===== src/rtl/mlvc_pkg.sv =====
// Shared types, constants and arithmetic helpers for the mecanum LQI velocity controller.
// Used by every module of the block; depends on nothing else.
package mlvc_pkg;

  localparam int unsigned DataW  = 16;
  localparam int unsigned IntegW = 32;
  localparam int unsigned DriveW = 44;
  localparam int unsigned SumW   = 18;
  localparam int unsigned KinW   = 14;
  localparam int unsigned ProdW  = 32;
  localparam int unsigned CfgIdxW = 3;

  // Kinematic factors in Q.18: wheel radius over four, and that over (lx + ly).
  localparam logic signed [KinW-1:0] R4_Q18   = 14'sd5046;
  localparam logic signed [KinW-1:0] YAWK_Q18 = 14'sd3906;

  localparam logic [DataW-1:0] TICK_RESET = 16'd328;

  typedef enum logic [CfgIdxW-1:0] {
    CFG_GAIN_YAW_ERR = 3'd0,
    CFG_GAIN_YAW_INT = 3'd1,
    CFG_GAIN_X_ERR   = 3'd2,
    CFG_GAIN_X_INT   = 3'd3,
    CFG_GAIN_Y_ERR   = 3'd4,
    CFG_GAIN_Y_INT   = 3'd5,
    CFG_TICK_PERIOD  = 3'd6
  } cfg_idx_e;

  typedef enum logic [3:0] {
    ST_IDLE,
    ST_ERR,
    ST_MUL,
    ST_INTEG,
    ST_IMUL,
    ST_DRIVE,
    ST_WHEEL,
    ST_KMUL,
    ST_KOUT
  } state_e;

  // One strobe per step of the per-word sequence.
  typedef struct packed {
    logic ld_err;
    logic ld_mul;
    logic ld_integ;
    logic ld_imul;
    logic ld_drive;
    logic ld_wheel;
    logic ld_kmul;
  } step_t;

  function automatic logic signed [DataW-1:0] sat16(input logic signed [47:0] v);
    if (v > 48'sd32767) begin
      return 16'sh7fff;
    end else if (v < -48'sd32768) begin
      return 16'sh8000;
    end
    return v[DataW-1:0];
  endfunction

  function automatic logic signed [IntegW-1:0] sat32(input logic signed [33:0] v);
    if (v > 34'sh0_7fff_ffff) begin
      return 32'sh7fff_ffff;
    end else if (v < -34'sh0_8000_0000) begin
      return 32'sh8000_0000;
    end
    return v[IntegW-1:0];
  endfunction

  function automatic logic signed [ProdW-1:0] kin_mul(input logic signed [SumW-1:0] s,
                                                       input logic signed [KinW-1:0] k);
    return 32'(s) * 32'(k);
  endfunction

  // Round half up from Q.28 to Q.10 and saturate.
  function automatic logic signed [DataW-1:0] kin_round(input logic signed [ProdW-1:0] p);
    logic signed [ProdW-1:0] r;
    r = (p + 32'sd131072) >>> 18;
    return sat16(48'(r));
  endfunction

endpackage


===== src/rtl/mlvc_estimator.sv =====
// Body-velocity estimate from measured wheel speeds via forward kinematics.
// Depends on mlvc_pkg.
module mlvc_estimator (
  input  logic                              clk_i,
  input  logic                              rst_ni,
  input  mlvc_pkg::step_t                   step_i,
  input  logic signed [mlvc_pkg::DataW-1:0] m1_i,
  input  logic signed [mlvc_pkg::DataW-1:0] m2_i,
  input  logic signed [mlvc_pkg::DataW-1:0] m3_i,
  input  logic signed [mlvc_pkg::DataW-1:0] m4_i,
  output logic signed [mlvc_pkg::DataW-1:0] est_vx_o,
  output logic signed [mlvc_pkg::DataW-1:0] est_vy_o,
  output logic signed [mlvc_pkg::DataW-1:0] est_wz_o
);
  import mlvc_pkg::*;

  logic signed [SumW-1:0]  sx_q, sy_q, sw_q;
  logic signed [ProdW-1:0] px_q, py_q, pw_q;
  logic signed [DataW-1:0] est_vx_q, est_vy_q, est_wz_q;

  always_ff @(posedge clk_i) begin
    if (step_i.ld_err) begin
      sx_q <= 18'(m1_i) + 18'(m2_i) + 18'(m3_i) + 18'(m4_i);
      sy_q <= 18'(m1_i) - 18'(m2_i) + 18'(m3_i) - 18'(m4_i);
      sw_q <= 18'(m1_i) - 18'(m2_i) - 18'(m3_i) + 18'(m4_i);
    end
    if (step_i.ld_mul) begin
      px_q <= kin_mul(sx_q, R4_Q18);
      py_q <= kin_mul(sy_q, R4_Q18);
      pw_q <= kin_mul(sw_q, YAWK_Q18);
    end
  end

  // The new estimate lands after the lanes have taken the old one.
  always_ff @(posedge clk_i or negedge rst_ni) begin
    if (!rst_ni) begin
      est_vx_q <= '0;
      est_vy_q <= '0;
      est_wz_q <= '0;
    end else if (step_i.ld_integ) begin
      est_vx_q <= kin_round(px_q);
      est_vy_q <= kin_round(py_q);
      est_wz_q <= kin_round(pw_q);
    end
  end

  assign est_vx_o = est_vx_q;
  assign est_vy_o = est_vy_q;
  assign est_wz_o = est_wz_q;

endmodule


===== config.mk =====
export PLATFORM = sky130hd
export DESIGN_NAME = mlvc_estimator
export DESIGN_NICKNAME = d
export VERILOG_FILES = /design/src/rtl/mlvc_pkg.sv /design/src/rtl/mlvc_estimator.sv
export SDC_FILE = /design/constraint.sdc
export NUM_CORES = 1
export LEC_CHECK = 0
export BUFFER_PORTS_ARGS = -buffer_cell sky130_fd_sc_hd__buf_2
export CORE_UTILIZATION = 44
export DETAILED_ROUTE_END_ITERATION = 6
export PLACE_DENSITY = 0.72
export SLEW_MARGIN = 20
export SYNTH_ARGS = -nofsm -noshare
export SYNTH_HDL_FRONTEND = slang
export SYNTH_SLANG_ARGS = --single-unit
export TNS_END_PERCENT = 50

===== constraint.sdc =====
create_clock -name clk_i -period 11.35 [get_ports clk_i]
set_input_delay 2.27 -clock clk_i [delete_from_list [all_inputs] [get_ports clk_i]]
set_output_delay 2.27 -clock clk_i [all_outputs]
set_load 0.05 [all_outputs]

## Yosys cells after proc, flatten, opt, wreduce, memory -nomap -nowiden

Cells that the tools add are included.

| storage, ports and cells | value |
|---|---|
| bits in registers | 195 |
| latch bits | 0 |
| memory bits (writable) | 0 |
| ROM bits | 0 |
| bits of input ports | 73 |
| output and inout bits | 48 |
| word-level logic and storage cells | 47 |
| memories | 0 |

| operators by class | value |
|---|---|
| $add $sub $neg | 11 |
| multipliers | 3 |
| divide/modulo/power cells | 0 |
| $lt $le $gt $ge | 6 |
| equal/unequal tests | 0 |
| shifts and indexed selects | 0 |
| mux-type cells | 18 |
| bitwise logic cells | 0 |
| reduce and logical (&&, ||, !) cells | 0 |

Operators with widths:

| operator | number |
|---|---|
| $mux 16 | 9 |
| $add 32x19->32 const B | 3 |
| $mul 18x13->31 const B | 2 |
| $gt 14x16->1 const B | 3 |
| $lt 14x16->1 const B | 3 |
| $add 17x16->18 | 2 |
| $add 18x16->18 | 2 |
| $mul 18x12->30 const B | 1 |
| $sub 17x16->18 | 1 |
| $sub 18x16->18 | 1 |
| $add 16x16->17 | 1 |
| $sub 16x16->17 | 1 |
| $mux 1 | 9 |

## Logic depth before layout (Yosys ltp)

| depth | value |
|---|---|
| depth after elaboration | 6 |
| depth in mapped cells | 23 |
| mapped depth without buffers | 23 |

## Worst setup path after synthesis

No wires, ideal clock.

| timing path | value |
|---|---|
| path type | input -> register |
| start point | in m1_i[0] (netlist bit) |
| end point | reg sw_q[17] (data pin) |
| setup time | 0.190 ns |
| arrival | 6.332 ns |
| required time | 11.160 ns |
| slack | 4.827 ns |
| stages | 21 |
| buffers on the path | 0 |
| path through | inv_1 > ha_1 > inv_1 > fa_1 > a21o_1 > a21oi_1 > o21bai_1 > a21oi_1 > o21ai_0 > a21o_1 > a21oi_1 > xnor2_1 > fa_1 > ha_1 > a21o_1 > a21oi_1 > a21boi_0 > a21o_2 > o41ai_4 > mux2i_1 > a2111oi_2 |

| on the way | value |
|---|---|
| cells in the longest elaborated chain, start to end | 3 |

RTL lines:

| item | line | RTL |
|---|---|---|
| start, declared | mlvc_estimator.sv:7 | `input logic signed [mlvc_pkg::DataW-1:0] m1_i,` |
| $sub 16x16->17 | mlvc_estimator.sv:25 | `sw_q <= 18'(m1_i) - 18'(m2_i) - 18'(m3_i) + 18'(m4_i);` |
| $sub 17x16->18 | mlvc_estimator.sv:25 |  |
| $add 18x16->18 | mlvc_estimator.sv:25 |  |
| end signal, assigned | mlvc_estimator.sv:25 |  |
| end, declared | mlvc_estimator.sv:17 | `logic signed [SumW-1:0] sx_q, sy_q, sw_q;` |

No other way between the ends.
A chain may end at the register's enable or synchronous reset.

## Final worst setup path

| timing path | value |
|---|---|
| start point | in m1_i[0] (netlist bit) |
| end point | reg sy_q[17] (data pin) |

| on the way | value |
|---|---|
| cells in the longest elaborated chain, start to end | 3 |

RTL lines:

| item | line | RTL |
|---|---|---|
| $sub 16x16->17 | mlvc_estimator.sv:24 | `sy_q <= 18'(m1_i) - 18'(m2_i) + 18'(m3_i) - 18'(m4_i);` |
| $add 17x16->18 | mlvc_estimator.sv:24 |  |
| $sub 18x16->18 | mlvc_estimator.sv:24 |  |
| end signal, assigned | mlvc_estimator.sv:24 |  |
| end, declared | mlvc_estimator.sv:17 |  |

No other way between the ends.

==> results.toml <==
[run_status]
status = "finished, final reports clean"

[timing]
setup_viol = 0
finalMaxSlewViolations = 0
fin_skew_ns = 0.0117
setup_tns_ns = 0
rsz0062_at_grt = "false"
fmax_ghz = 0.146
hold_violations = 0
tightestPinTransition_ns = 1.01
slew_headroom = 0.326
post-route-min-period_ns = 6.86
period_share = 0.604

[worst_setup_path]
cp_max_fo = 6
cp.buffers_inverters = 3
critPathSlowestCell = "o41ai_1"
cp.required_ns = 11.55
setup.worst_path.class = "input pin to register"
cp_common_cell = "a21oi_1"
cpLargestDelayFamily = "compound AO/OA/AOI/OAI gates"
max_stage_delay_ns = 0.51
worstPathCellList = "buf_2 -> inv_1 -> ha_1 -> inv_1 -> fa_1 -> a21o_1 -> a21oi_1 -> o21bai_1 -> a21oi_1 -> o21ai_0 -> nand4_1 -> a21boi_0 -> o41ai_1 -> xnor2_1 -> fa_1 -> ha_1 -> or3_1 -> o21ai_0 -> a21oi_1 -> a21o_1 -> a21oi_1 -> xnor2_1"
arrival_ns = 7.05
worst_setup_path_start_kind = "input pin"
critPathCaptureType = "register"

[global_routing]
first_global_vias = 15800
grt_pass1_wl_um = 75400
grt_overflow_total = 0
track_usage = 0.187
antenna_found_initial = 0
grt_max_degree = 85

[place]
place_hpwl_um = 38700
portBuffers = 116
routabilityCongestion = 0.917

[synthesis]
ys_types = 67
yosysSeqAreaShare = 0.186
ys_warn_count = 0
synth-seq-cells = 143
ys.flop_type = "edfxtp_1"
syn_nets = 2871
synth_edf_count = 98
avgSynthCellArea_um2 = 10.3
synth.top_cell.area_share = 0.292
ys_top_cells_by_area = "fa_1, ha_1, edfxtp_1"
syn_area_mm2 = 0.0218
yosys.area.top_type = "fa_1"
syn_inst = 2117
async_reset_ff_frac = 0.315

[clocking]
cts-root-buf = "clkbuf_16"
numClockSinks = 143
holdBufCountCts = 0
clockBufferDepth = 2
cts_buffers = 17
insertion_delay_ns = 0.45
htree_levels = 4
post_cts_resized = 0
cts_tree = "built"
cts_setup_buffers = 0
path_clk_slew_ns = 0.06

[floorplan]
rows = 81
coreArea_mm2 = 0.0490
die_area_mm2 = 0.0505
die_x_um = 225
start_util = 0.446
pin_count = 121
fp.dieH_um = 225

[routing]
drt-initial-drc-count = 594
route.final.wire_length_um = 44500
first_pass_iters = 5
drc = 0
wl_per_cell_um = 15.3
drtAntennaViolNets = 0
routed_via_density = 4.94
routed-via-count = 14400

[layout]
syn_to_final_growth_pct = 9.14
drive_gt1_frac = 0.0790
fin_nets = 2994
most-common-layout-cells = "inv_1, ha_1, fa_1, buf_2, nor2_1"
final_common_cell = "inv_1"
num_antenna_cells = 0

[job]
cap_violations = 0

[worst_hold_path]
hold_path_class = "register to register"
## worst paths after layout
| check | startpoint | end | slack, ns | depth (start not counted) |
|---|---|---|---|---|
| worst max-delay path | m1_i[0] | sy_q[17] | 4.49 | 22 |
| worst min-delay path | est_vx_o[15] | est_vx_o[15] | 0.48 | 1 |
| worst max register to register | sx_q[7] | px_q[30] | 5.63 | 19 |
| worst min register to register | est_vx_o[15] | est_vx_o[15] | 0.48 | 1 |
| max in group asynchronous | rst_ni | est_wz_o[6] | 9.09 | 1 |
| min in group asynchronous | rst_ni | est_vy_o[9] | 1.81 | 1 |
## stage by stage
stage | hold slack, ns | util | instances | worst slack (ns) | area (µm²)
6_report | 0.477 | 0.487 | 2917 | 4.49 | 23800
5_1_grt | 0.510 | 0.487 | 2917 | 4.24 | 23800
4_1_cts | 0.480 | 0.487 | 2917 | 4.51 | 23800
3_5_place_dp | 0.465 | 0.474 | 2885 | 4.04 | 23200
2_1_floorplan | 0.535 | - | 2117 | 4.83 | 21800
3_3_place_gp | 0.460 | 0.474 | 2885 | 4.12 | 23200
## synthesized netlist by cell type, types with 3 or more instances
| cell type | count |
|---|---|
| a2111oi_0 | 3 |
| a2111oi_2 | 4 |
| a211oi_1 | 5 |
| a21boi_0 | 9 |
| a21boi_2 | 3 |
| a21o_1 | 33 |
| a21oi_1 | 102 |
| a221oi_1 | 3 |
| a31oi_1 | 7 |
| and2_1 | 11 |
| and3_1 | 26 |
| and4_1 | 5 |
| buf_4 | 3 |
| clkbuf_1 | 10 |
| dfrtp_1 | 45 |
| edfxtp_1 | 98 |
| fa_1 | 318 |
| ha_1 | 363 |
| inv_1 | 537 |
| mux2_2 | 3 |
| mux2i_1 | 6 |
| nand2_1 | 48 |
| nand2b_1 | 11 |
| nand3_1 | 31 |
| nand4_1 | 10 |
| nor2_1 | 106 |
| nor2b_1 | 21 |
| nor3_1 | 20 |
| nor4_1 | 3 |
| o211ai_1 | 3 |
| o21a_1 | 17 |
| o21ai_0 | 40 |
| o21ai_1 | 6 |
| o21bai_1 | 4 |
| o31ai_1 | 4 |
| or2_2 | 3 |
| or3_1 | 4 |
| xnor2_1 | 100 |
| xor2_1 | 59 |
## layer usage
layer / routed length [µm] / up-vias / track usage
met4: 882 / 0 / 0.0527
met1: 20200 / 7076 / 0.241
li1: - / 7016 / -
met5: 0 / - / 0
met2: 22100 / 254 / 0.331
met3: 1350 / 61 / 0.0227
## area by class of cell
cell class | instances | area (µm²)
fillers | 4375 | 25100
multi-input cells | 1423 | 15700
flip-flops and latches | 143 | 4070
inverters | 537 | 2020
well taps | 664 | 831
repair buffers | 118 | 598
clock buffers | 18 | 429
clock inverters | 14 | 201
## state kept, by name, summed over array words and instances (netlist names)
register  flops
est_vx_o     15
est_vy_o     15
est_wz_o     15
pw_q         14
px_q         15
py_q         15
sw_q         18
sx_q         18
sy_q         18
## kinds of logic (layout without fill, tap and decap cells)
logic type               count (synthesis)  in the layout  synth area share
flip-flops                             143            143             0.186
multiplexers                             9              9           0.00430
buffers and inverters                  551            687            0.0953
AND/OR/NAND/NOR                        306            306            0.0686
adder cells (fa/ha/maj)                681            681             0.500
AO/OA/AOI/OAI                          268            268            0.0818
XOR/XNOR                               159            159            0.0638
## worst reg2reg max path, stage by stage (launching register included)
cell and delay [ns]:
edfxtp_1 0.54, ha_1 0.39, inv_1 0.06, fa_1 0.50
inv_1 0.06, fa_1 0.49, fa_1 0.51, inv_1 0.06
fa_1 0.53, inv_1 0.05, ha_1 0.30, a21oi_1 0.13
o21ai_0 0.09, a221oi_1 0.61, nand2_2 0.17, a21oi_4 0.22
a21boi_2 0.11, a221o_2 0.40, nor2b_4 0.14, xnor2_1 0.12
Power is left out: the tool's default activity adds up to more than one toggle a clock period on the data nets, which glitch-free logic cannot reach.
