--- src/rtl/mlvc_pkg.sv ---
// Shared types, constants and arithmetic helpers for the mecanum LQI velocity controller.
// Used by every module of the block; depends on nothing else.
package mlvc_pkg;

  localparam int unsigned DataW  = 16;
  localparam int unsigned IntegW = 32;
  localparam int unsigned DriveW = 44;
  localparam int unsigned SumW   = 18;
  localparam int unsigned KinW   = 14;
  localparam int unsigned ProdW  = 32;
  localparam int unsigned CfgIdxW = 3;

  // Kinematic factors in Q.18: wheel radius over four, and that over (lx + ly).
  localparam logic signed [KinW-1:0] R4_Q18   = 14'sd5046;
  localparam logic signed [KinW-1:0] YAWK_Q18 = 14'sd3906;

  localparam logic [DataW-1:0] TICK_RESET = 16'd328;

  typedef enum logic [CfgIdxW-1:0] {
    CFG_GAIN_YAW_ERR = 3'd0,
    CFG_GAIN_YAW_INT = 3'd1,
    CFG_GAIN_X_ERR   = 3'd2,
    CFG_GAIN_X_INT   = 3'd3,
    CFG_GAIN_Y_ERR   = 3'd4,
    CFG_GAIN_Y_INT   = 3'd5,
    CFG_TICK_PERIOD  = 3'd6
  } cfg_idx_e;

  typedef enum logic [3:0] {
    ST_IDLE,
    ST_ERR,
    ST_MUL,
    ST_INTEG,
    ST_IMUL,
    ST_DRIVE,
    ST_WHEEL,
    ST_KMUL,
    ST_KOUT
  } state_e;

  // One strobe per step of the per-word sequence.
  typedef struct packed {
    logic ld_err;
    logic ld_mul;
    logic ld_integ;
    logic ld_imul;
    logic ld_drive;
    logic ld_wheel;
    logic ld_kmul;
  } step_t;

  function automatic logic signed [DataW-1:0] sat16(input logic signed [47:0] v);
    if (v > 48'sd32767) begin
      return 16'sh7fff;
    end else if (v < -48'sd32768) begin
      return 16'sh8000;
    end
    return v[DataW-1:0];
  endfunction

  function automatic logic signed [IntegW-1:0] sat32(input logic signed [33:0] v);
    if (v > 34'sh0_7fff_ffff) begin
      return 32'sh7fff_ffff;
    end else if (v < -34'sh0_8000_0000) begin
      return 32'sh8000_0000;
    end
    return v[IntegW-1:0];
  endfunction

  function automatic logic signed [ProdW-1:0] kin_mul(input logic signed [SumW-1:0] s,
                                                       input logic signed [KinW-1:0] k);
    return 32'(s) * 32'(k);
  endfunction

  // Round half up from Q.28 to Q.10 and saturate.
  function automatic logic signed [DataW-1:0] kin_round(input logic signed [ProdW-1:0] p);
    logic signed [ProdW-1:0] r;
    r = (p + 32'sd131072) >>> 18;
    return sat16(48'(r));
  endfunction

endpackage

--- src/rtl/mlvc_merge.sv ---
// Merging stage: wheel commands from the three lane drives, then their twist.
// Depends on mlvc_pkg.
module mlvc_merge (
  input  logic                               clk_i,
  input  mlvc_pkg::step_t                    step_i,
  input  logic signed [mlvc_pkg::DriveW-1:0] drive_x_i,
  input  logic signed [mlvc_pkg::DriveW-1:0] drive_y_i,
  input  logic signed [mlvc_pkg::DriveW-1:0] drive_w_i,
  output logic signed [mlvc_pkg::DataW-1:0]  w1_o,
  output logic signed [mlvc_pkg::DataW-1:0]  w2_o,
  output logic signed [mlvc_pkg::DataW-1:0]  w3_o,
  output logic signed [mlvc_pkg::DataW-1:0]  w4_o,
  output logic signed [mlvc_pkg::DataW-1:0]  twist_vx_o,
  output logic signed [mlvc_pkg::DataW-1:0]  twist_vy_o,
  output logic signed [mlvc_pkg::DataW-1:0]  twist_wz_o
);
  import mlvc_pkg::*;

  localparam int unsigned MixW = DriveW + 2;

  logic signed [MixW-1:0] px, py, pw;
  logic signed [MixW-1:0] s1, s2, s3, s4;
  logic signed [DataW-1:0] w1_q, w2_q, w3_q, w4_q;
  logic signed [ProdW-1:0] tx_q, ty_q, tw_q;

  function automatic logic signed [DataW-1:0] cmd_round(input logic signed [MixW-1:0] s);
    logic signed [MixW-1:0] r;
    r = (s + 46'sd128) >>> 8;
    return sat16(48'(r));
  endfunction

  assign px = MixW'(drive_x_i);
  assign py = MixW'(drive_y_i);
  assign pw = MixW'(drive_w_i);
  assign s1 = -pw - px - py;
  assign s2 =  pw - px + py;
  assign s3 =  pw - px - py;
  assign s4 = -pw - px + py;

  always_ff @(posedge clk_i) begin
    if (step_i.ld_wheel) begin
      w1_q <= cmd_round(s1);
      w2_q <= cmd_round(s2);
      w3_q <= cmd_round(s3);
      w4_q <= cmd_round(s4);
    end
    if (step_i.ld_kmul) begin
      tx_q <= kin_mul(18'(w1_q) + 18'(w2_q) + 18'(w3_q) + 18'(w4_q), R4_Q18);
      ty_q <= kin_mul(18'(w1_q) - 18'(w2_q) + 18'(w3_q) - 18'(w4_q), R4_Q18);
      tw_q <= kin_mul(18'(w1_q) - 18'(w2_q) - 18'(w3_q) + 18'(w4_q), YAWK_Q18);
    end
  end

  assign w1_o       = w1_q;
  assign w2_o       = w2_q;
  assign w3_o       = w3_q;
  assign w4_o       = w4_q;
  assign twist_vx_o = kin_round(tx_q);
  assign twist_vy_o = kin_round(ty_q);
  assign twist_wz_o = kin_round(tw_q);

endmodule

--- config.mk ---
export PLATFORM = sky130hd
export DESIGN_NAME = mlvc_merge
export DESIGN_NICKNAME = d
export VERILOG_FILES = /design/src/rtl/mlvc_pkg.sv /design/src/rtl/mlvc_merge.sv
export SDC_FILE = /design/constraint.sdc
export NUM_CORES = 2
export LEC_CHECK = 0
export ABC_AREA = 1
export BUFFER_PORTS_ARGS = -buffer_cell sky130_fd_sc_hd__buf_2
export CELL_PAD_IN_SITES_DETAIL_PLACEMENT = 0
export CELL_PAD_IN_SITES_GLOBAL_PLACEMENT = 2
export CORE_ASPECT_RATIO = 0.75
export CORE_UTILIZATION = 39
export CTS_CLUSTER_DIAMETER = 200
export DETAILED_ROUTE_END_ITERATION = 8
export PLACE_DENSITY = 0.95
export SKIP_CTS_REPAIR_TIMING = 1
export SYNTH_ARGS = -nofsm -noshare
export SYNTH_HDL_FRONTEND = slang
export SYNTH_SLANG_ARGS = --single-unit
--- constraint.sdc ---
create_clock -name clk_i -period 13 [get_ports clk_i]
set_input_delay 3.25 -clock clk_i [delete_from_list [all_inputs] [get_ports clk_i]]
set_output_delay 3.25 -clock clk_i [all_outputs]
set_load 0.02 [all_outputs]
Word-level counts from Yosys, hierarchy flattened
Index checks and enable logic that the tools add are counted.
Widths: inputs -> output; s select.
{ "totals": {"register_bits": 157, "wordCells": 85, "in_bits": 140, "out_inout_bits": 112} }
{ "op_classes": {"addsub": 22, "magnitude_cmp": 14, "multipliers": 3, "n_mux": 39} }
{ "ops": {"columns": ["op", "n"], "rows": [
  ["$mux 16", 21],
  ["$add 46x9->46 const B", 4],
  ["$gt 38x16->1 const B", 4],
  ["$lt 38x16->1 const B", 4],
  ["$add 32x19->32 const B", 3],
  ["$sub 46x44->46", 2],
  ["$mul 18x13->31 const B", 2],
  ["$gt 14x16->1 const B", 3],
  ["$lt 14x16->1 const B", 3],
  ["$add 45x44->46", 1],
  ["$add 46x44->46", 1],
  ["$neg 44->46", 1],
  ["$sub 45x44->46", 1],
  ["$sub 44x44->45", 1],
  ["$add 17x16->18", 2],
  ["$add 18x16->18", 2],
  ["$mul 18x12->30 const B", 1],
  ["$mux 1", 18],
  ["$sub 17x16->18", 1],
  ["$sub 18x16->18", 1],
  ["$add 16x16->17", 1],
  ["$sub 16x16->17", 1]
]} }

Longest topological paths before layout
{ "logic_depth": {"word_depth": 9, "ltp_mapped": 42, "mapped_depth_nobuf": 42} }

Worst setup path after synthesis
OpenSTA, ideal clock, no wires.
{ "synth_timing": {"kind": "register to register", "startpoint": "register w1_q[2] (netlist: w1_o[2])", "endpoint": "register tw_q[30], data pin", "setup_ps": 253, "path_slack_ps": 4771, "path_stages_with_launch": 35, "t_required_ps": 12747, "arrival_ps": 7976, "cell_sequence": "edfxtp_1 ha_1 nand2_1 o211ai_1 nand2_1 o211ai_1 a21oi_1 o21bai_1 a21oi_1 o21ai_0 xor2_1 fa_1 ha_1 buf_1 nand2_1 nor4_1 nand4_1 nand3_1 xnor2_1 inv_1 ha_1 inv_1 fa_1 fa_1 fa_1 inv_1 fa_1 ha_1 a21oi_1 o21a_1 nor2_1 a2111oi_0 nand2_1 nand2_1 nand2_1"} }
{ "synth_between": {"elab_chain_cells": 4} }
{ "synth_rtl": {"columns": ["element", "line_no", "text"], "rows": [
  ["start: declaration", "mlvc_merge.sv:23", "logic signed [DataW-1:0] w1_q, w2_q, w3_q, w4_q;"],
  ["start signal: assignment", "mlvc_merge.sv:42", "w1_q <= cmd_round(s1);"],
  ["$sub 16x16->17", "mlvc_merge.sv:50", "tw_q <= kin_mul(18'(w1_q) - 18'(w2_q) - 18'(w3_q) + 18'(w4_q), YAWK_Q18);"],
  ["$sub 17x16->18", "mlvc_merge.sv:50", null],
  ["$add 18x16->18", "mlvc_merge.sv:50", null],
  ["$mul 18x12->30", "mlvc_pkg.sv:72", "return 32'(s) * 32'(k);"],
  ["end signal: assignment", "mlvc_merge.sv:50", null],
  ["end: declaration", "mlvc_merge.sv:24", "logic signed [ProdW-1:0] tx_q, ty_q, tw_q;"]
]} }
Every way passes these cells.
A chain may end at the register's enable or synchronous reset.

Final worst setup path
{ "layout_timing": {"startpoint": "input port drive_x_i[1] (netlist name)", "endpoint": "register w1_q[1] (netlist: w1_o[1]), data pin"} }
{ "layout_between": {"elab_chain_cells": 8, "word_cells_on_any_way": 10} }
{ "layout_rtl": {"columns": ["element", "line_no", "text"], "rows": [
  ["start: declaration", "mlvc_merge.sv:6", "input logic signed [mlvc_pkg::DriveW-1:0] drive_x_i,"],
  ["$sub 46x44->46 (*) (2 in a row)", "mlvc_merge.sv:35", "assign s1 = -pw - px - py;"],
  ["$add 46x9->46 (*)", "mlvc_merge.sv:28", "r = (s + 46'sd128) >>> 8;"],
  ["$lt 38x16->1", "mlvc_pkg.sv:55", "end else if (v < -48'sd32768) begin"],
  ["$mux 1", "mlvc_pkg.sv:55", null],
  ["$mux 1", "mlvc_pkg.sv:53", "if (v > 48'sd32767) begin"],
  ["$mux 1", "mlvc_merge.sv:41", "if (step_i.ld_wheel) begin"],
  ["$mux 16 (*)", "mlvc_pkg.sv:58", "return v[DataW-1:0];"]
]} }
Every way passes the cells marked *; elsewhere a longest branch is shown, timed or not. The select of a mux whose other input is x is not followed.

==> summary.md <==
| Metric | Value |
|---|---|
| Detailed Route WL | 177000 um |
| Buf+Inv Stages, Crit Path | 6 |
| Final slew viol count | 0 |
| Row count | 108 |
| Hold Fails Final Rpt | 0 |
| CP Capture Type | flop |
| Critical path class | input port to flop |
| CP most frequent cell | inv_1 |
| Die Y | 300 um |
| Largest net degree at the start of global routing | 65 |
| Dpl hpwl | 162000 um |
| Syn Area/Cell | 6.56 um2 |
| Skew final | 0.0150 ns |
| Yosys cell types | 58 |
| Die area | 120000 um2 |
| CP arrival | 9.93 ns |
| Max_cap viols | 0 |
| Fillers | 12.6k |
| Clock sink count | 108 |
| Htree depth | 3 |
| Clock root cell | clkbuf_16 |
| Final setup TNS | 0 ns |
| Post-synth ARST share | 0% |
| Synth Net Count | 8361 |
| Synth warn | 0 |
| CP Max Fanout | 15 |
| CP max stage cell | o21ai_0 |
| Initial antenna violation count | 16 |
| CTS tree | yes |
| Worst-path clk slew | 0.09 ns |
| I/O pin cnt | 252 |
| Unrepaired setup endpoints after global routing | false |
| First-pass GRT wire length | 257000 um |
| Slowest Stage Delay on Critical Path | 0.68 ns |
| Share of cells above drive strength 1 | 4.56% |
| Endpoints failing setup | 0 |
| Status | complete, no violations |
| Tmin final | 9.81 ns |
| Inserted Clock Buffers | 9 |
| Vias per cell | 5.09 |
| Mapped Cells | 7038 |
| Vias | 45.0k |
| Final #Nets | 8604 |
| Synthesized area | 46200 um2 |
| Global Route Usage Sum | 28.8% |
| Worst-Skew Late Latency | 0.40 ns |
| Final period util | 75.4% |
| Wirelength per Cell | 20.0 um |
| Worst endpoint required time | 13.13 ns |
| Slew @ Worst Pin | 0.999 ns |
| Most frequent cells in the layout | 1772 x nand2_1, 1755 x inv_1, 855 x ha_1 |
| GPL Wtd Cong | 1.12 |
| EDFF count, synth | 108 |
| Clk buf depth | 2 |
| Placeable Area | 117000 um2 |
| First-pass DRT Iterations | 6 |
| Hold WC Path Type | flop to flop |
| Area Overhead vs Synth | 7.27% |
| Port bufs | 246 |
| FMAX | 102 MHz |
| Iteration-0 DRC Markers | 4448 |
| Die X-Extent | 399 um |
| Rel. slew slack | 33.4% |
| DRC Markers | 0 |
| GRT overflow | 0 |
| Most common library cell in the layout ignoring fill and taps | nand2_1 |
| Number of synthesized register bits | 108 |
| CP top delay family | simple AND/OR/NAND/NOR gates |
| Initial Utilization | 39.6% |
| Number of global-route vias before repair | 41.0k |
| Most used DFF post-synth | edfxtp_1 |
| Post-route ant nets | 0 |
| Crit path launch type | input port |
| Seq/Total Area, Yosys | 7.02% |
## path summary, 6_finish.rpt
path | start | slack, ns | to | cells after the start
worst max-delay path | drive_x_i[1] | 3.19 | w1_o[1] | 29
worst min-delay path | w4_o[15] | 1.63 | tx_q[30] | 7
worst max register to register | w1_o[0] | 3.37 | tw_q[30] | 30
worst min register to register | w4_o[15] | 1.63 | tx_q[30] | 7
## worst reg2reg max path, delay by kind of cell, from the launching register on
family,cells,cell delay [ns]
AOI/OAI and AO/OA,5,1.57
xor gates and xnor gates,2,0.64
adders and majority gates,10,4.57
buffers and inverters,5,0.78
DFF,1,0.59
and+or+nand+nor,8,1.21
## synth_stat cells (all sizes together) (21+ instances only)
cell | count | area share (%)
nand3 | 253 | 2.8
o21bai | 52 | 0.86
nor3 | 62 | 0.72
a21o | 21 | 0.34
inv | 1759 | 14
nand2 | 1800 | 15
a31oi | 32 | 0.43
a21oi | 428 | 4.6
nand4 | 88 | 1.2
edfxtp | 108 | 7.0
xnor2 | 89 | 1.7
o21a | 23 | 0.37
nor2 | 591 | 4.9
xor2 | 219 | 4.2
o21ai | 188 | 2.1
nand3b | 34 | 0.55
ha | 855 | 23
fa | 328 | 14
## routing by layer
layer	share of wire, %	wire (um)	GRT usage [%]	vias up
met5	0.043	76	0	-
met3	10	17700	5.20	155
met1	48	85500	44.2	20700
met2	39	69200	40.9	1804
met4	2.5	4420	6.61	12
li1	-	-	-	22300
## per-stage QoR
step / hold WS (ns) / instances / util, % / cell area (um2) / setup slack [ns]
2_1_floorplan: 1.27 / 7038 / - / 46200 / 4.77
3_3_place_gp: 1.62 / 8809 / 42.2 / 49200 / 3.21
3_5_place_dp: 1.63 / 8810 / 42.2 / 49200 / 3.18
4_1_cts: 1.65 / 8826 / 42.5 / 49500 / 3.37
5_1_grt: 1.72 / 8826 / 42.5 / 49500 / 2.80
6_report: 1.63 / 8832 / 42.5 / 49500 / 3.19
## flip-flops by register name, summed over array words and instances, names as in the netlist
name / count
tw_q: 14
tx_q: 15
ty_q: 15
w1_o: 16
w2_o: 16
w3_o: 16
w4_o: 16
## final cells by class
class                           instances  area, um2  share of cell area [%]
Clock buffer                            9        225                   0.455
Timing Repair Buffer                  248       1250                    2.52
Tap cell                             1540       1930                    3.89
Inverter                             1760       6610                    13.3
Clock inverter                          7       68.8                   0.139
Multi-Input combinational cell       5154      36200                    73.1
Sequential cell                       108       3240                    6.55
Antenna cell                            6       15.0                  0.0303
## logic make-up after synthesis
kind of cell	synth area share, %
AOI/OAI and AO/OA	9.65
buffers and inverters	14.6
adders and majority gates	37.4
xor gates and xnor gates	5.91
and+or+nand+nor	25.5
DFF	7.02
Power is not shown: default switching activity piles up to over one toggle a cycle in this logic, so the estimate is an artifact.
