### config.mk
export PLATFORM = sky130hd
export DESIGN_NAME = mlvc_axis_lane
export DESIGN_NICKNAME = d
export VERILOG_FILES = /design/src/rtl/mlvc_pkg.sv /design/src/rtl/mlvc_axis_lane.sv
export SDC_FILE = /design/constraint.sdc
export NUM_CORES = 2
export LEC_CHECK = 0
export BUFFER_PORTS_ARGS = -buffer_cell sky130_fd_sc_hd__buf_4
export CAP_MARGIN = 10
export CELL_PAD_IN_SITES_DETAIL_PLACEMENT = 2
export CELL_PAD_IN_SITES_GLOBAL_PLACEMENT = 2
export CORE_MARGIN = 5
export CORE_UTILIZATION = 42
export CTS_CLUSTER_DIAMETER = 60
export CTS_CLUSTER_SIZE = 25
export DETAILED_ROUTE_END_ITERATION = 6
export PLACE_DENSITY_LB_ADDON = 0.1
export SKIP_LAST_GASP = 1
export SLEW_MARGIN = 0
export SYNTH_ARGS = -nofsm -noshare
export SYNTH_HDL_FRONTEND = slang
export SYNTH_SLANG_ARGS = --single-unit
### constraint.sdc
create_clock -name clk_i -period 8.7 [get_ports clk_i]
set_input_delay 0 -clock clk_i [delete_from_list [all_inputs] [get_ports clk_i]]
set_output_delay 0 -clock clk_i [all_outputs]
set_load 0.005 [all_outputs]
### src/rtl/mlvc_pkg.sv
// Shared types, constants and arithmetic helpers for the mecanum LQI velocity controller.
// Used by every module of the block; depends on nothing else.
package mlvc_pkg;

  localparam int unsigned DataW  = 16;
  localparam int unsigned IntegW = 32;
  localparam int unsigned DriveW = 44;
  localparam int unsigned SumW   = 18;
  localparam int unsigned KinW   = 14;
  localparam int unsigned ProdW  = 32;
  localparam int unsigned CfgIdxW = 3;

  // Kinematic factors in Q.18: wheel radius over four, and that over (lx + ly).
  localparam logic signed [KinW-1:0] R4_Q18   = 14'sd5046;
  localparam logic signed [KinW-1:0] YAWK_Q18 = 14'sd3906;

  localparam logic [DataW-1:0] TICK_RESET = 16'd328;

  typedef enum logic [CfgIdxW-1:0] {
    CFG_GAIN_YAW_ERR = 3'd0,
    CFG_GAIN_YAW_INT = 3'd1,
    CFG_GAIN_X_ERR   = 3'd2,
    CFG_GAIN_X_INT   = 3'd3,
    CFG_GAIN_Y_ERR   = 3'd4,
    CFG_GAIN_Y_INT   = 3'd5,
    CFG_TICK_PERIOD  = 3'd6
  } cfg_idx_e;

  typedef enum logic [3:0] {
    ST_IDLE,
    ST_ERR,
    ST_MUL,
    ST_INTEG,
    ST_IMUL,
    ST_DRIVE,
    ST_WHEEL,
    ST_KMUL,
    ST_KOUT
  } state_e;

  // One strobe per step of the per-word sequence.
  typedef struct packed {
    logic ld_err;
    logic ld_mul;
    logic ld_integ;
    logic ld_imul;
    logic ld_drive;
    logic ld_wheel;
    logic ld_kmul;
  } step_t;

  function automatic logic signed [DataW-1:0] sat16(input logic signed [47:0] v);
    if (v > 48'sd32767) begin
      return 16'sh7fff;
    end else if (v < -48'sd32768) begin
      return 16'sh8000;
    end
    return v[DataW-1:0];
  endfunction

  function automatic logic signed [IntegW-1:0] sat32(input logic signed [33:0] v);
    if (v > 34'sh0_7fff_ffff) begin
      return 32'sh7fff_ffff;
    end else if (v < -34'sh0_8000_0000) begin
      return 32'sh8000_0000;
    end
    return v[IntegW-1:0];
  endfunction

  function automatic logic signed [ProdW-1:0] kin_mul(input logic signed [SumW-1:0] s,
                                                       input logic signed [KinW-1:0] k);
    return 32'(s) * 32'(k);
  endfunction

  // Round half up from Q.28 to Q.10 and saturate.
  function automatic logic signed [DataW-1:0] kin_round(input logic signed [ProdW-1:0] p);
    logic signed [ProdW-1:0] r;
    r = (p + 32'sd131072) >>> 18;
    return sat16(48'(r));
  endfunction

endpackage

### src/rtl/mlvc_axis_lane.sv
// One axis lane: error, integrator update and drive term in Q.18.
// Depends on mlvc_pkg.
module mlvc_axis_lane (
  input  logic                                 clk_i,
  input  logic                                 rst_ni,
  input  mlvc_pkg::step_t                      step_i,
  input  logic signed [mlvc_pkg::DataW-1:0]    goal_i,
  input  logic signed [mlvc_pkg::DataW-1:0]    est_i,
  input  logic signed [mlvc_pkg::DataW-1:0]    gain_e_i,
  input  logic signed [mlvc_pkg::DataW-1:0]    gain_i_i,
  input  logic        [mlvc_pkg::DataW-1:0]    tick_period_i,
  output logic signed [mlvc_pkg::DataW-1:0]    err_o,
  output logic signed [mlvc_pkg::DriveW-1:0]   drive_o
);
  import mlvc_pkg::*;

  logic signed [DataW-1:0]  err_q;
  logic signed [32:0]       inc_q;
  logic signed [31:0]       pe_q;
  logic signed [47:0]       pi_q;
  logic signed [IntegW-1:0] integ_q, integ_d;
  logic signed [DriveW-1:0] drive_q;

  logic signed [16:0] diff;
  logic signed [16:0] tp_s;
  logic signed [32:0] inc_r;
  logic signed [48:0] term;

  assign diff  = 17'(goal_i) - 17'(est_i);
  assign tp_s  = {1'b0, tick_period_i};
  assign inc_r = (inc_q + 33'sd512) >>> 10;
  assign term  = (49'(pi_q) + 49'sd32) >>> 6;

  // A zero setpoint clears the integrator, which also zeroes the integral term.
  always_comb begin
    if (goal_i == '0) begin
      integ_d = '0;
    end else begin
      integ_d = sat32(34'(integ_q) + 34'(inc_r));
    end
  end

  always_ff @(posedge clk_i or negedge rst_ni) begin
    if (!rst_ni) begin
      integ_q <= '0;
    end else if (step_i.ld_integ) begin
      integ_q <= integ_d;
    end
  end

  always_ff @(posedge clk_i) begin
    if (step_i.ld_err) begin
      err_q <= sat16(48'(diff));
    end
    if (step_i.ld_mul) begin
      inc_q <= 33'(err_q) * 33'(tp_s);
      pe_q  <= 32'(err_q) * 32'(gain_e_i);
    end
    if (step_i.ld_imul) begin
      pi_q <= 48'(gain_i_i) * 48'(integ_q);
    end
    if (step_i.ld_drive) begin
      drive_q <= 44'(pe_q) + 44'(term);
    end
  end

  assign err_o   = err_q;
  assign drive_o = drive_q;

endmodule

Yosys cells after proc, flatten, opt, wreduce, memory -nomap -nowiden
Index checks and enable logic that the tools add are counted.
{"block": "word_totals", "register_bits": 205, "inputBits": 89, "out_inout_bits": 60, "word_cells": 32}
{"block": "classes", "n_addsub": 5, "n_mul": 3, "n_lt_le_gt_ge": 4, "n_mux": 13, "n_reduce_logical": 1}
{"operator": "32-bit 2-to-1 mux", "count": 4}
{"operator": "48-bit by 7-bit adder with 49-bit output (second input constant)", "count": 1}
{"operator": "16-bit by 32-bit multiplier with 48-bit output", "count": 1}
{"operator": "16-bit 2-to-1 mux", "count": 3}
{"operator": "32-bit by 43-bit adder with 44-bit output", "count": 1}
{"operator": "32-bit by 23-bit adder with 33-bit output", "count": 1}
{"operator": "33-bit by 11-bit adder with 33-bit output (second input constant)", "count": 1}
{"operator": "33-bit by 32-bit greater-than comparator with 1-bit output (second input constant)", "count": 1}
{"operator": "33-bit by 32-bit less-than comparator with 1-bit output (second input constant)", "count": 1}
{"operator": "16-bit by 17-bit multiplier with 33-bit output", "count": 1}
{"operator": "16-bit by 16-bit multiplier with 32-bit output", "count": 1}
{"operator": "17-bit by 16-bit greater-than comparator with 1-bit output (second input constant)", "count": 1}
{"operator": "17-bit by 16-bit less-than comparator with 1-bit output (second input constant)", "count": 1}
{"operator": "16-bit by 16-bit subtractor with 17-bit output", "count": 1}
{"operator": "16-bit logical NOT", "count": 1}
{"operator": "1-bit 2-to-1 mux", "count": 6}

Logic depth before layout (Yosys ltp)
{"block": "logic_depth", "ltp_word": 8, "mapped_depth": 26, "mapped_depth_nobuf": 25}

Least setup slack after synthesis
Ideal clock, no wire load.
{"block": "synth_timing", "path_type": "flip-flop to flip-flop", "from": "reg integ_q[31]", "to": "reg pi_q[47], data pin", "setup_time_ns": 0.260, "t_arrival_ns": 6.056, "required_ns": 8.440, "path_slack_ns": 2.384, "stages_incl_launch_ff": 23, "path_buffers": 1, "period_less_slack_ns": 6.316, "cell_sequence": "dfrtp_1 clkbuf_1 nand2_1 inv_1 fa_1 inv_1 fa_1 fa_1 fa_1 fa_1 fa_1 inv_1 ha_1 a21o_1 a21o_1 a21oi_1 nand2_1 a211oi_1 a31oi_2 a211oi_2 o221ai_1 a21oi_1 xnor2_1"}
{"block": "synth_between", "elab_chain_len": 1}
{"element": "from (decl)", "line": "mlvc_axis_lane.sv:21", "source": "logic signed [IntegW-1:0] integ_q, integ_d;"}
{"element": "from (signal assigned)", "line": "mlvc_axis_lane.sv:47", "source": "integ_q <= integ_d;"}
{"element": "16-bit by 32-bit multiplier with 48-bit output", "line": "mlvc_axis_lane.sv:60", "source": "pi_q <= 48'(gain_i_i) * 48'(integ_q);"}
{"element": "to (signal assigned)", "line": "mlvc_axis_lane.sv:60"}
{"element": "to (decl)", "line": "mlvc_axis_lane.sv:20", "source": "logic signed [47:0] pi_q;"}
No other way between the ends.
A chain may end at the register's enable or synchronous reset.

Worst setup path in the final report
{"block": "layout_timing", "from": "reg integ_q[14]", "to": "reg pi_q[47], data pin"}
Same word-level chain as after synthesis.

==> flow_summary.toml <==
[layout]
area_delta_synth_final_pct = 6.66
nets = 6643
drive_gt1_share_pct = 5.46
n_fill_cell = 12200
diodes = 0

[critical_path]
slowest_delay_ps = 990
critical_path_buf_inv_count = 3
cp_max_fo = 18
r2r-end = "pi_q[47]$_DFFE_PP_"
r2r_cells = 21
ff2ff_setup_slack_ps = 650
r2r-start = "integ_q[14]$_DFFE_PN0P_"
cp.arrival_ps = 8310
critical_path_class = "flop to flop"
endpoint_kind = "flop"
crit_family = "adder cells"
critPathSlowestCell = "dfrtp_1"
cpMostUsedCell = "fa_1"
critPathLaunch = "integ_q[14]$_DFFE_PN0P_"
worstPathRequired_ps = 8960
worst_setup_path_start_kind = "flop"
cp_cell_sequence = "nand2_1 > fa_1 > fa_1 > fa_1 > inv_1 > fa_1 > fa_1 > inv_1 > fa_1 > inv_1 > ha_1 > a21oi_1 > o21ai_0 > a2111oi_0 > o211ai_1 > nand3_1 > a31oi_2 > a211oi_2 > o221ai_1 > a21oi_1 > xnor2_1"

[worst_hold_path]
hp-class = "input pin to flop"
hold-path-endpoint = "inc_q[26]$_DFFE_PP_"
min_from = "step_i[5]"
hold_depth = 1

[logic_synthesis]
async_flop_share_pct = 16.8
synth_fp_nets = 6621
synth_edf_count = 159
avgSynthCellArea_um2 = 9.23
ys.flop_type = "edfxtp_1"
synthesis.instances = 5184
ys_ff_latch = 191
synth_seq_area_share_pct = 11.7
syn_area_um2 = 47800
synth_top_area_cell = "fa_1"
synthTopCellsByArea = "fa_1 39%, ha_1 11%, edfxtp_1 10%"
yosys_warnings = 0
netlist.area_leader.share_pct = 39.5
synth_cell_types = 94

[placement]
numPortBuffers = 146
place_congestion = 0.820
dp_hpwl_um = 124000

[clocking]
root_buffer = "clkbuf_16"
clk_pin_slew_ps = 90
ctsHoldBuffers = 11
cts_resized = 0
clkSinkCount = 191
htree_num_levels = 4
cts.path.max_buffers = 2
cts_made_buffers = 17
cts_tree = "done"
post_cts_buffers = 0
clk_latency_ps = 530

[routing]
drt_first_iter_violations = 1414
via_count = 35400
vias_per_cell = 5.26
wire_per_inst_um = 23.1
ant_nets = 0
remaining_drc_errors = 0
dr.pass1.iters = 4
drt_wl_total_um = 155000

[floorplan]
start_util_pct = 42.4
die-area_um2 = 121000
die_w_um = 347
die_h_um = 347
std_cell_rows = 123
io_pins = 149
core_region_area_um2 = 113000

[sta]
setup_tns_ps = 0
fmax_ghz = 0.124
period_needed_ps = 8050
setup_viol = 0
relSlewSlack_pct = 20.6
hold_viol_final = 0
fin_worst_skew_ps = 28.4
slew_violations = 0
tightest_slew_ps = 1190
fin_crit_sh_pct = 92.5
grt_setup_unrepaired = "no"

[global_route]
grt_max_degree = 57
grt_usage_pct = 26.3
antenna_found_initial = 5
grt_pass1_wl_um = 247000
overflow = 0
grt_pass1_vias = 42400

[status]
status = "completed"

[flow_run]
cap_violations = 0
-- worst reg2reg max path: stages, from the launching register on --
cell and delay, ps:
dfrtp_1 990, nand2_1 200, fa_1 540, fa_1 560
fa_1 530, inv_1 70, fa_1 510, fa_1 500
inv_1 50, fa_1 480, inv_1 40, ha_1 330
a21oi_1 180, o21ai_0 170, a2111oi_0 770, o211ai_1 380
nand3_1 220, a31oi_2 230, a211oi_2 430, o221ai_1 260
a21oi_1 240, xnor2_1 100
-- layout make-up --
class | instances | area [um2] | area share (%)
multi-input combinational | 3609 | 37000 | 72.5
sequential | 191 | 5580 | 10.9
inverter | 1192 | 4470 | 8.77
tap | 1500 | 1880 | 3.68
timing repair buffer | 195 | 1500 | 2.94
clock buffer | 17 | 425 | 0.834
clock inverter | 15 | 181 | 0.356
-- kinds of logic after synthesis --
family,synth area share [%]
buffers and inverters,11.0
adders and majority gates,50.1
DFF,11.7
xor gates and xnor gates,4.45
muxes,0.0209
and+or+nand+nor,15.2
AOI/OAI and AO/OA,7.58
-- per-layer routing --
metal | wire, um | track usage [%]
met1 | 67300 | 33.7
met2 | 80100 | 48.2
met3 | 4220 | 2.46
met4 | 3570 | 5.86
met5 | 0 | 0
-- through the flow --
stage	std cells	instance area, um2	util, %	setup WS [ps]	hold WS (ps)
3_3_place_gp	6676	50300	44.6	1190	-10.1
4_1_cts	6719	51000	45.2	847	56.0
3_5_place_dp	6676	50300	44.6	872	-12.1
5_1_grt	6719	51000	45.2	501	78.0
2_1_floorplan	5184	47800	-	2380	-296
6_report	6719	51000	45.2	650	71.1
-- cells in the mapped netlist (6+ instances only) --
master    count
xnor2_1     169
nand3_1      64
a31oi_1      10
and2_1      393
a211oi_1     12
nor2b_1      38
and4_1       11
nand4_1      20
nor3_1       36
or3_1         9
xor2_1       74
a21oi_1     163
ha_1        405
o21a_1       19
dfrtp_1      32
o21ai_0      67
o211ai_1     12
or2_2         6
nand2_1     680
o221ai_2     28
o21bai_1     24
nand2b_1     43
and3_1       30
a21o_1       88
clkbuf_1    180
o21ai_1      16
edfxtp_1    159
o31ai_1       6
fa_1        943
inv_1      1190
nor2_1      142
nor4_1        7
-- sequential cells by signal (all words and copies together) (netlist names) --
register,count
inc_q,24
integ_q,32
err_o,16
drive_o,44
pe_q,32
pi_q,43
-- worst max-delay path by stage --
stage | cells past startpoint | end | slack, ps
CTS | 21 | pi_q[47]$_DFFE_PP_ | 850
global route | 23 | pi_q[47]$_DFFE_PP_ | 500
detailed placement | 21 | pi_q[47]$_DFFE_PP_ | 870
finish | 21 | pi_q[47]$_DFFE_PP_ | 650
floorplan | 22 | pi_q[47]$_DFFE_PP_ | 2380
global placement | 21 | pi_q[47]$_DFFE_PP_ | 1190
-- layout by cell type, fill, tap and decap left out, types with 6 or more instances in the layout --
master / Yosys / layout
or2_2: 6 / 6
fa_1: 943 / 943
inv_1: 1190 / 1190
o211ai_1: 12 / 12
nor4_1: 7 / 7
nor3_1: 36 / 36
or3_1: 9 / 9
dlygate4sd3_1: 0 / 10
o21ai_0: 67 / 67
o21bai_1: 24 / 24
nor2b_1: 38 / 38
buf_4: 1 / 184
o221ai_2: 28 / 28
nand3_1: 64 / 64
o21ai_1: 16 / 16
dfrtp_1: 32 / 32
a31oi_1: 10 / 10
and3_1: 30 / 30
a211oi_1: 12 / 12
o21a_1: 19 / 19
edfxtp_1: 159 / 159
and2_1: 393 / 393
nand2_1: 680 / 680
nor2_1: 142 / 142
and4_1: 11 / 11
xor2_1: 74 / 74
clkbuf_16: 0 / 17
a21o_1: 88 / 88
nand2b_1: 43 / 43
o31ai_1: 6 / 6
nand4_1: 20 / 20
xnor2_1: 169 / 169
ha_1: 405 / 405
a21oi_1: 163 / 163
Power is not shown: default switching activity piles up to over one toggle a cycle in this logic, so the estimate is an artifact.
